### config.mk
export PLATFORM = sky130hd
export DESIGN_NAME = multi_led_pulse_train_generator_flat
export DESIGN_NICKNAME = d
export VERILOG_FILES = /design/src/mlpt_pkg.sv /design/src/mlpt_if.sv /design/src/multi_led_pulse_train_generator.sv /design/src/flat_wrapper.sv
export VERILOG_INCLUDE_DIRS = /design/src /design/src/src
export SDC_FILE = /design/constraint.sdc
export NUM_CORES = 1
export LEC_CHECK = 0
export ABC_AREA = 1
export ABC_CLOCK_PERIOD_IN_PS = 4240
export BUFFER_PORTS_ARGS = -buffer_cell sky130_fd_sc_hd__buf_2
export CAP_MARGIN = 10
export CORE_MARGIN = 2
export CORE_UTILIZATION = 35
export DETAILED_ROUTE_END_ITERATION = 12
export GPL_ROUTABILITY_DRIVEN = 1
export GPL_TIMING_DRIVEN = 0
export SETUP_SLACK_MARGIN = 0.02
export SYNTH_ARGS = -nofsm -noshare
export SYNTH_HDL_FRONTEND = slang
export SYNTH_SLANG_ARGS = --single-unit
### constraint.sdc
create_clock -name clk -period 4.24 [get_ports clk]
set_input_delay 0.424 -clock clk [delete_from_list [all_inputs] [get_ports clk]]
set_output_delay 0.424 -clock clk [all_outputs]
set_load 0.05 [all_outputs]
### src/assert_macros.svh
// Assertion macros used by the RTL.
`ifndef ASSERT_MACROS_SVH
`define ASSERT_MACROS_SVH

`ifndef SYNTHESIS

// Clocked check, masked while reset is active.
`define MLPT_ASSERT(lbl, clk, rst_n, prop, msg) \
  lbl: assert property (@(posedge clk) disable iff (!rst_n) (prop)) else $error(msg);

// Clocked check that also runs through reset.
`define MLPT_ASSERT_ALWAYS(lbl, clk, prop, msg) \
  lbl: assert property (@(posedge clk) (prop)) else $error(msg);

`else

`define MLPT_ASSERT(lbl, clk, rst_n, prop, msg)

`define MLPT_ASSERT_ALWAYS(lbl, clk, prop, msg)

`endif

`endif

### src/mlpt_pkg.sv
// Types, widths and command codes for the LED pulse-train generator.
package mlpt_pkg;

  localparam int NUM_LEDS_DEF    = 4;
  localparam int PERIOD_BITS_DEF = 16;

  localparam int FUNC_W  = 3;
  localparam int IDX_W   = 2;
  localparam int PER_W   = 16;
  localparam int CNT_W   = 8;
  localparam int EDGE_W  = 9;
  localparam int MASK_W  = 4;
  localparam int CFG_W   = 3;

  typedef logic [FUNC_W-1:0] func_t;
  typedef logic [IDX_W-1:0]  idx_t;
  typedef logic [PER_W-1:0]  period_t;
  typedef logic [CNT_W-1:0]  count_t;
  typedef logic [EDGE_W-1:0] edges_t;
  typedef logic [MASK_W-1:0] mask_t;
  typedef logic [CFG_W-1:0]  cfg_t;

  localparam func_t FN_TICK   = 3'd0;
  localparam func_t FN_ON     = 3'd1;
  localparam func_t FN_OFF    = 3'd2;
  localparam func_t FN_TOGGLE = 3'd3;
  localparam func_t FN_START  = 3'd4;
  localparam func_t FN_STOP   = 3'd5;

endpackage

### src/mlpt_if.sv
// Valid/ready channel interfaces for command items and result items.
interface mlpt_in_if;
  logic                 valid;
  logic                 ready;
  mlpt_pkg::func_t      func;
  mlpt_pkg::idx_t       led_index;
  mlpt_pkg::period_t    pulse_period;
  mlpt_pkg::count_t     pulse_count;

  modport source (output valid, func, led_index, pulse_period, pulse_count, input ready);
  modport sink   (input valid, func, led_index, pulse_period, pulse_count, output ready);
endinterface

interface mlpt_out_if;
  logic                 valid;
  logic                 ready;
  mlpt_pkg::mask_t      led_levels;
  mlpt_pkg::mask_t      trains_running;

  modport source (output valid, led_levels, trains_running, input ready);
  modport sink   (input valid, led_levels, trains_running, output ready);
endinterface

### src/multi_led_pulse_train_generator.sv
// Top level of the multi-channel LED pulse-train generator.
//
//   port    dir  handshake     contents
//   in_ch   in   valid/ready   func, led_index, pulse_period, pulse_count
//   out_ch  out  valid/ready   led_levels, trains_running
//   cfg_*   in   write enable  leds_in_use
//
// One item per cycle sustained while out_ch.ready stays high; a result is offered once its item
// has passed the input register, then the channel update into the result register.
// All channel timers update in parallel in the cycle an item leaves the input register.
// rst_n clears the channel state, both registers' valid flags and sets leds_in_use to 1.
// A result not taken holds the result register; the input register takes one more item,
// then in_ch.ready drops until the result leaves.
module multi_led_pulse_train_generator #(
  parameter int NUM_LEDS    = mlpt_pkg::NUM_LEDS_DEF,
  parameter int PERIOD_BITS = mlpt_pkg::PERIOD_BITS_DEF
) (
  input  logic               clk,
  input  logic               rst_n,
  input  logic               cfg_we,
  input  mlpt_pkg::cfg_t     cfg_wdata,
  mlpt_in_if.sink            in_ch,
  mlpt_out_if.source         out_ch
);
  import mlpt_pkg::*;

  localparam logic [31:0] HALF_MAX = 32'((64'd1 << PERIOD_BITS) - 64'd1);

  cfg_t                    cfg_r;

  logic                    s1_valid_r, s1_valid_nxt;
  func_t                   s1_func_r;
  idx_t                    s1_idx_r;
  period_t                 s1_period_r;
  count_t                  s1_count_r;

  logic                    out_valid_r, out_valid_nxt;
  mask_t                   levels_r, levels_nxt;
  mask_t                   running_r, running_nxt;

  logic [NUM_LEDS-1:0]     level_r, level_nxt;
  logic [NUM_LEDS-1:0]     active_r, active_nxt;
  logic [PERIOD_BITS-1:0]  half_r  [NUM_LEDS];
  logic [PERIOD_BITS-1:0]  half_nxt[NUM_LEDS];
  logic [PERIOD_BITS-1:0]  tte_r   [NUM_LEDS];
  logic [PERIOD_BITS-1:0]  tte_nxt [NUM_LEDS];
  edges_t                  edges_r [NUM_LEDS];
  edges_t                  edges_nxt[NUM_LEDS];

  logic                    s2_free, s1_fire, in_fire;
  logic                    idx_ok;
  logic [NUM_LEDS-1:0]     sel;
  period_t                 half_raw;
  logic [31:0]             half_wide;
  logic [PERIOD_BITS-1:0]  half_load;
  edges_t                  edges_load;
  logic                    chk_idle_bad, chk_run_bad;

  assign s2_free     = !out_valid_r || out_ch.ready;
  assign s1_fire     = s1_valid_r && s2_free;
  assign in_ch.ready = !s1_valid_r || s2_free;
  assign in_fire     = in_ch.valid && in_ch.ready;

  assign s1_valid_nxt  = in_fire ? 1'b1 : (s1_fire ? 1'b0 : s1_valid_r);
  assign out_valid_nxt = s1_fire ? 1'b1 : (out_ch.ready ? 1'b0 : out_valid_r);

  // half period: floor of half, at least one, clipped to the timer width
  assign half_raw   = (s1_period_r[PER_W-1:1] == '0) ? PER_W'(1)
                                                     : {1'b0, s1_period_r[PER_W-1:1]};
  assign half_wide  = (32'(half_raw) > HALF_MAX) ? HALF_MAX : 32'(half_raw);
  assign half_load  = half_wide[PERIOD_BITS-1:0];
  assign edges_load = {s1_count_r, 1'b0};

  assign idx_ok = (CFG_W'(s1_idx_r) < cfg_r);

  always_comb begin
    for (int i = 0; i < NUM_LEDS; i++) begin
      sel[i] = idx_ok && (32'(s1_idx_r) == i);
    end
  end

  always_comb begin
    level_nxt  = level_r;
    active_nxt = active_r;
    half_nxt   = half_r;
    tte_nxt    = tte_r;
    edges_nxt  = edges_r;
    for (int i = 0; i < NUM_LEDS; i++) begin
      if (s1_func_r == FN_TICK) begin
        if (active_r[i]) begin
          if (tte_r[i] > PERIOD_BITS'(1)) begin
            tte_nxt[i] = tte_r[i] - PERIOD_BITS'(1);
          end else if (edges_r[i] <= EDGE_W'(1)) begin
            level_nxt[i]  = 1'b0;
            active_nxt[i] = 1'b0;
            tte_nxt[i]    = '0;
            edges_nxt[i]  = '0;
          end else begin
            tte_nxt[i]   = half_r[i];
            edges_nxt[i] = edges_r[i] - EDGE_W'(1);
            level_nxt[i] = !level_r[i];
          end
        end
      end else if (sel[i]) begin
        case (s1_func_r)
          FN_ON, FN_OFF, FN_STOP, FN_TOGGLE: begin
            active_nxt[i] = 1'b0;
            tte_nxt[i]    = '0;
            edges_nxt[i]  = '0;
            level_nxt[i]  = (s1_func_r == FN_ON) ||
                            ((s1_func_r == FN_TOGGLE) && !level_r[i]);
          end
          FN_START: begin
            level_nxt[i]  = 1'b1;
            active_nxt[i] = 1'b0;
            tte_nxt[i]    = '0;
            edges_nxt[i]  = '0;
            if (s1_count_r != '0) begin
              active_nxt[i] = 1'b1;
              half_nxt[i]   = half_load;
              tte_nxt[i]    = half_load;
              edges_nxt[i]  = edges_load;
            end
          end
          default: begin
          end
        endcase
      end
    end
  end

  for (genvar b = 0; b < MASK_W; b++) begin : g_mask
    if (b < NUM_LEDS) begin : g_led
      assign levels_nxt[b]  = level_nxt[b];
      assign running_nxt[b] = active_nxt[b];
    end else begin : g_none
      assign levels_nxt[b]  = 1'b0;
      assign running_nxt[b] = 1'b0;
    end
  end

  always_ff @(posedge clk) begin
    if (!rst_n) begin
      cfg_r       <= CFG_W'(1);
      s1_valid_r  <= 1'b0;
      out_valid_r <= 1'b0;
      level_r     <= '0;
      active_r    <= '0;
      for (int i = 0; i < NUM_LEDS; i++) begin
        half_r[i]  <= '0;
        tte_r[i]   <= '0;
        edges_r[i] <= '0;
      end
    end else begin
      if (cfg_we) begin
        cfg_r <= cfg_wdata;
      end
      s1_valid_r  <= s1_valid_nxt;
      out_valid_r <= out_valid_nxt;
      if (s1_fire) begin
        level_r  <= level_nxt;
        active_r <= active_nxt;
        half_r   <= half_nxt;
        tte_r    <= tte_nxt;
        edges_r  <= edges_nxt;
      end
    end
  end

  always_ff @(posedge clk) begin
    if (in_fire) begin
      s1_func_r   <= in_ch.func;
      s1_idx_r    <= in_ch.led_index;
      s1_period_r <= in_ch.pulse_period;
      s1_count_r  <= in_ch.pulse_count;
    end
    if (s1_fire) begin
      levels_r  <= levels_nxt;
      running_r <= running_nxt;
    end
  end

  assign out_ch.valid          = out_valid_r;
  assign out_ch.led_levels     = levels_r;
  assign out_ch.trains_running = running_r;

  always_comb begin
    chk_idle_bad = 1'b0;
    chk_run_bad  = 1'b0;
    for (int i = 0; i < NUM_LEDS; i++) begin
      if (!active_r[i] && (tte_r[i] != '0 || edges_r[i] != '0)) chk_idle_bad = 1'b1;
      if (active_r[i] && (tte_r[i] == '0 || tte_r[i] > half_r[i] || edges_r[i] == '0))
        chk_run_bad = 1'b1;
    end
  end

`include "assert_macros.svh"

  `MLPT_ASSERT(a_idle_clear, clk, rst_n, !chk_idle_bad, "stopped channel keeps timer state")
  `MLPT_ASSERT(a_run_sane, clk, rst_n, !chk_run_bad, "running channel has bad timer state")
  `MLPT_ASSERT(a_stall_src, clk, rst_n, !in_ch.ready |-> (s1_valid_r && out_valid_r), "stall without full stages")
  `MLPT_ASSERT(a_result_follows, clk, rst_n, s1_fire |=> out_valid_r, "update without result")
  `MLPT_ASSERT_ALWAYS(a_reset_empty, clk, !rst_n |=> (!out_valid_r && !s1_valid_r), "stages not empty after reset")

endmodule
### src/flat_wrapper.sv
// flat-port wrapper written by rule: the top's interface ports become plain ports
module multi_led_pulse_train_generator_flat import mlpt_pkg::*;
#(
  parameter int NUM_LEDS    = mlpt_pkg::NUM_LEDS_DEF,
  parameter int PERIOD_BITS = mlpt_pkg::PERIOD_BITS_DEF
)
  (clk, rst_n, cfg_we, cfg_wdata, in_ch_valid, in_ch_func, in_ch_led_index, in_ch_pulse_period, in_ch_pulse_count, in_ch_ready, out_ch_valid, out_ch_led_levels, out_ch_trains_running, out_ch_ready);
  mlpt_in_if in_ch_i ();
  mlpt_out_if out_ch_i ();
  input  logic clk;
  input  logic rst_n;
  input  logic cfg_we;
  input  mlpt_pkg::cfg_t cfg_wdata;
  input wire logic [$bits(in_ch_i.valid)-1:0] in_ch_valid;
  input wire logic [$bits(in_ch_i.func)-1:0] in_ch_func;
  input wire logic [$bits(in_ch_i.led_index)-1:0] in_ch_led_index;
  input wire logic [$bits(in_ch_i.pulse_period)-1:0] in_ch_pulse_period;
  input wire logic [$bits(in_ch_i.pulse_count)-1:0] in_ch_pulse_count;
  output wire logic [$bits(in_ch_i.ready)-1:0] in_ch_ready;
  output wire logic [$bits(out_ch_i.valid)-1:0] out_ch_valid;
  output wire logic [$bits(out_ch_i.led_levels)-1:0] out_ch_led_levels;
  output wire logic [$bits(out_ch_i.trains_running)-1:0] out_ch_trains_running;
  input wire logic [$bits(out_ch_i.ready)-1:0] out_ch_ready;
  assign in_ch_i.valid = in_ch_valid;
  assign in_ch_i.func = in_ch_func;
  assign in_ch_i.led_index = in_ch_led_index;
  assign in_ch_i.pulse_period = in_ch_pulse_period;
  assign in_ch_i.pulse_count = in_ch_pulse_count;
  assign in_ch_ready = in_ch_i.ready;
  assign out_ch_valid = out_ch_i.valid;
  assign out_ch_led_levels = out_ch_i.led_levels;
  assign out_ch_trains_running = out_ch_i.trains_running;
  assign out_ch_i.ready = out_ch_ready;
  multi_led_pulse_train_generator #(.NUM_LEDS(NUM_LEDS), .PERIOD_BITS(PERIOD_BITS)) u_core (.clk(clk), .rst_n(rst_n), .cfg_we(cfg_we), .cfg_wdata(cfg_wdata), .in_ch(in_ch_i), .out_ch(out_ch_i));
endmodule
==> impl_metrics.yaml <==
synth:
  synth_area_leaders: "dfxtp_1 29%, nand2_1 11%, edfxtp_1 9.2%"
  yosysMostFrequentCell: "nand2_1"
  synthTopCellsByCount: "340 x nand2_1, 286 x nor2_1, 207 x inv_1"
  ys_ff_latch: 209
  synthFlopType: "dfxtp_1"
  syn_avg_cell_area_um2: 6.76
  synth_top_cell_by_area: "dfxtp_1"
  ys_seq_area_frac: 0.387
  yosys.cell_types.count: 37
  synth_edf_count: 36
  synthesis.area_mm2: 0.0118
  synthesis.nets: 1793
  ys_warn_count: 0
  syn_inst: 1739
  synthArstFlopShare: 0
  synth_top_area_frac: 0.295
routing:
  routed_wirelength_um: 38100
  routed-via-count: 11500
  drcViolationCount: 0
  drt_iter0_markers: 914
  wire_per_inst_um: 16.7
  drtPass1Iterations: 7
  ant_nets: 0
  vias_per_cell: 5.06
run:
  drv_cap: 0
placed_design:
  io_buffer_count: 44
  pre_cts_slack_ns: 1.92
  gp_congestion: 0.931
  place_area_mm2: 0.0125
  dp_hpwl_um: 27900
worst_setup_path:
  path_max_fanout: 10
  crit_path_end_kind: "flip-flop"
  cp-start-kind: "flip-flop"
  cp_top_family: "simple AND/OR/NAND/NOR gates"
  cp_data_required_time_ns: 4.71
  rr_worst_depth: 9
  cp.arrival_ns: 2.88
  crit_chain: "nor2_1, nand2_2, inv_4, nand2_4, nor2_1, nor2_1, nand3_1, nand2_1, inv_1"
  timing.rr.start: "u_core.s1_func_r[1]"
  critPathBufInv: 2
  critPathMostFrequentCell: "nor2_1"
  rr_endpoint: "u_core.tte_r[41]"
  reg2reg_slack_ns: 1.83
  worstSetupStartpoint: "u_core.s1_func_r[1]"
  critPathMaxStageDelay_ns: 0.75
  critical_path.endpoint: "u_core.tte_r[41]"
  slowest_stage: "nor2_1"
  path_class: "reg -> reg"
  cp.depth: 9
global_routing:
  antenna_found_initial: 0
  grt_overflow: 0
  grt_start_max_net_pins: 29
  grt_pass1_wl_um: 59400
  grt_usage: 0.213
  grt_pass1_vias: 10600
clock_tree:
  cts_resized: 0
  cts_root_buf: "clkbuf_16"
  cts.sinks: 209
  clk_latency_ns: 0.54
  post_cts_buffers: 0
  cts_hold_buf: 0
  cts_buffers: 24
  clkTransAtPathRegs_ns: 0.06
  htree_levels: 1
  clock_path_buffers: 3
  tritoncts: "built"
die:
  die-area_mm2: 0.0351
  start_util: 0.353
  die_y_um: 187
  pin_count: 47
  die_x_um: 187
  std_cell_rows: 67
  coreArea_mm2: 0.0333
pwr:
  peakVddDrop_mv: 0.269
  p_int_uw: 3640
  seq_power_share: 0.416
  switching_share: 0.300
  pwr-share-clk: 0.410
  leakagePower_uw: 0.00604
  power.switching_uw: 1560
  total_power_uw: 5200
  p_per_area_mw_per_mm2: 389
  combPwrFrac: 0.173
sta:
  finalClockSkew_ns: 0.0137
  period_minus_slack_ns: 2.41
  relSlewSlack: 0.289
  worst_slack_ns: 1.83
  slew_viol_final: 0
  rsz0062_at_grt: "no"
  fmax_ghz: 0.415
  tightest_slew_ns: 1.07
  finalSetupTns_ns: 0
  setup_viol: 0
  post-route-period-util: 0.569
  hold_violations: 0
final_layout:
  area_growth_pct: 13.7
  antenna_cells: 0
  postLayoutCellArea_mm2: 0.0134
  nets: 1864
  drive_above_1_share: 0.0941
min_path:
  hold_class: "in -> reg"
outcome:
  status: "completed"
-- power groups by stage --
stage	clock, µW	sequential, µW	combinational, µW
CTS	2170	2160	885
finish	2130	2160	900
floorplan	0	2190	632
detailed placement	0	2200	879
global route	2240	2170	1000
global placement	0	2200	870
-- flip-flops by register name (all words and copies together) (netlist names), 2 cells and up --
name and count:
u_core.tte_r 64, u_core.half_r 60, u_core.edges_r 36, u_core.s1_period_r 15
u_core.s1_count_r 8, u_core.active_r 4, u_core.level_r 4, u_core.out_ch.led_levels 4
u_core.out_ch.trains_running 4, u_core.cfg_r 3, u_core.s1_func_r 3, u_core.s1_idx_r 2
-- per-layer routing --
| layer | up-vias | wire length (µm) | global-route usage |
|---|---|---|---|
| li1 | 5754 | - | - |
| met1 | 5289 | 17100 | 0.295 |
| met2 | 388 | 16600 | 0.340 |
| met5 | - | 0 | 0 |
| met4 | 0 | 1670 | 0.0879 |
| met3 | 94 | 2690 | 0.0223 |
-- metrics by stage --
step,instances,utilization,hold WS (ns)
finish,2276,0.401,0.0597
global route,2276,0.401,0.0479
CTS,2275,0.401,0.0480
detailed placement,2231,0.377,0.440
global placement,2231,0.377,0.434
floorplan,1739,-,0.424
-- logic make-up after synthesis --
group,count (synthesis),share of synthesized area
AOI/OAI and AO/OA,336,0.148
adders and majority gates,17,0.0181
DFF,209,0.387
xor gates and xnor gates,49,0.0365
buffers and inverters,274,0.0945
and+or+nand+nor,854,0.316
-- area by class of cell --
class	count	area, µm²
buffer	52	272
clock buffer	35	704
clock inverter	9	95.1
fill	3490	19900
inverter	222	838
multi-input combinational	1256	6100
sequential	209	4540
tap	448	561
timing repair buffer	45	248
-- placed cells by master, fill, tap and decap left out, types with 4 or more instances in the layout --
cell type  count
a21oi_1      136
buf_2         60
buf_4          9
clkbuf_1      31
clkbuf_16     26
clkinv_2       4
dfxtp_1      173
edfxtp_1      36
ha_1          17
inv_1        207
inv_2         13
nand2_1      340
nand2_2       18
nand2_4        5
nand3_1      130
nand3b_1       8
nand4_1       38
nor2_1       286
nor2_2        10
nor2_4         6
nor3_1         6
o21ai_0      176
o21ai_1        7
o21bai_1       5
xnor2_1       14
xor2_1        35
-- worst min-delay path by stage --
stage / from / slack [ns] / cells past startpoint / to
final: in_ch_led_index[0] / 0.06 / 1 / u_core.s1_idx_r[0]
after floorplan: u_core.half_r[26] / 0.42 / 2 / u_core.half_r[26]
after global routing: in_ch_func[2] / 0.05 / 1 / u_core.s1_func_r[2]
after detailed placement: u_core.half_r[23] / 0.44 / 2 / u_core.half_r[23]
after global placement: u_core.half_r[10] / 0.43 / 2 / u_core.half_r[10]
after CTS: in_ch_led_index[0] / 0.05 / 1 / u_core.s1_idx_r[0]
Power figures use the tool's default switching activity.
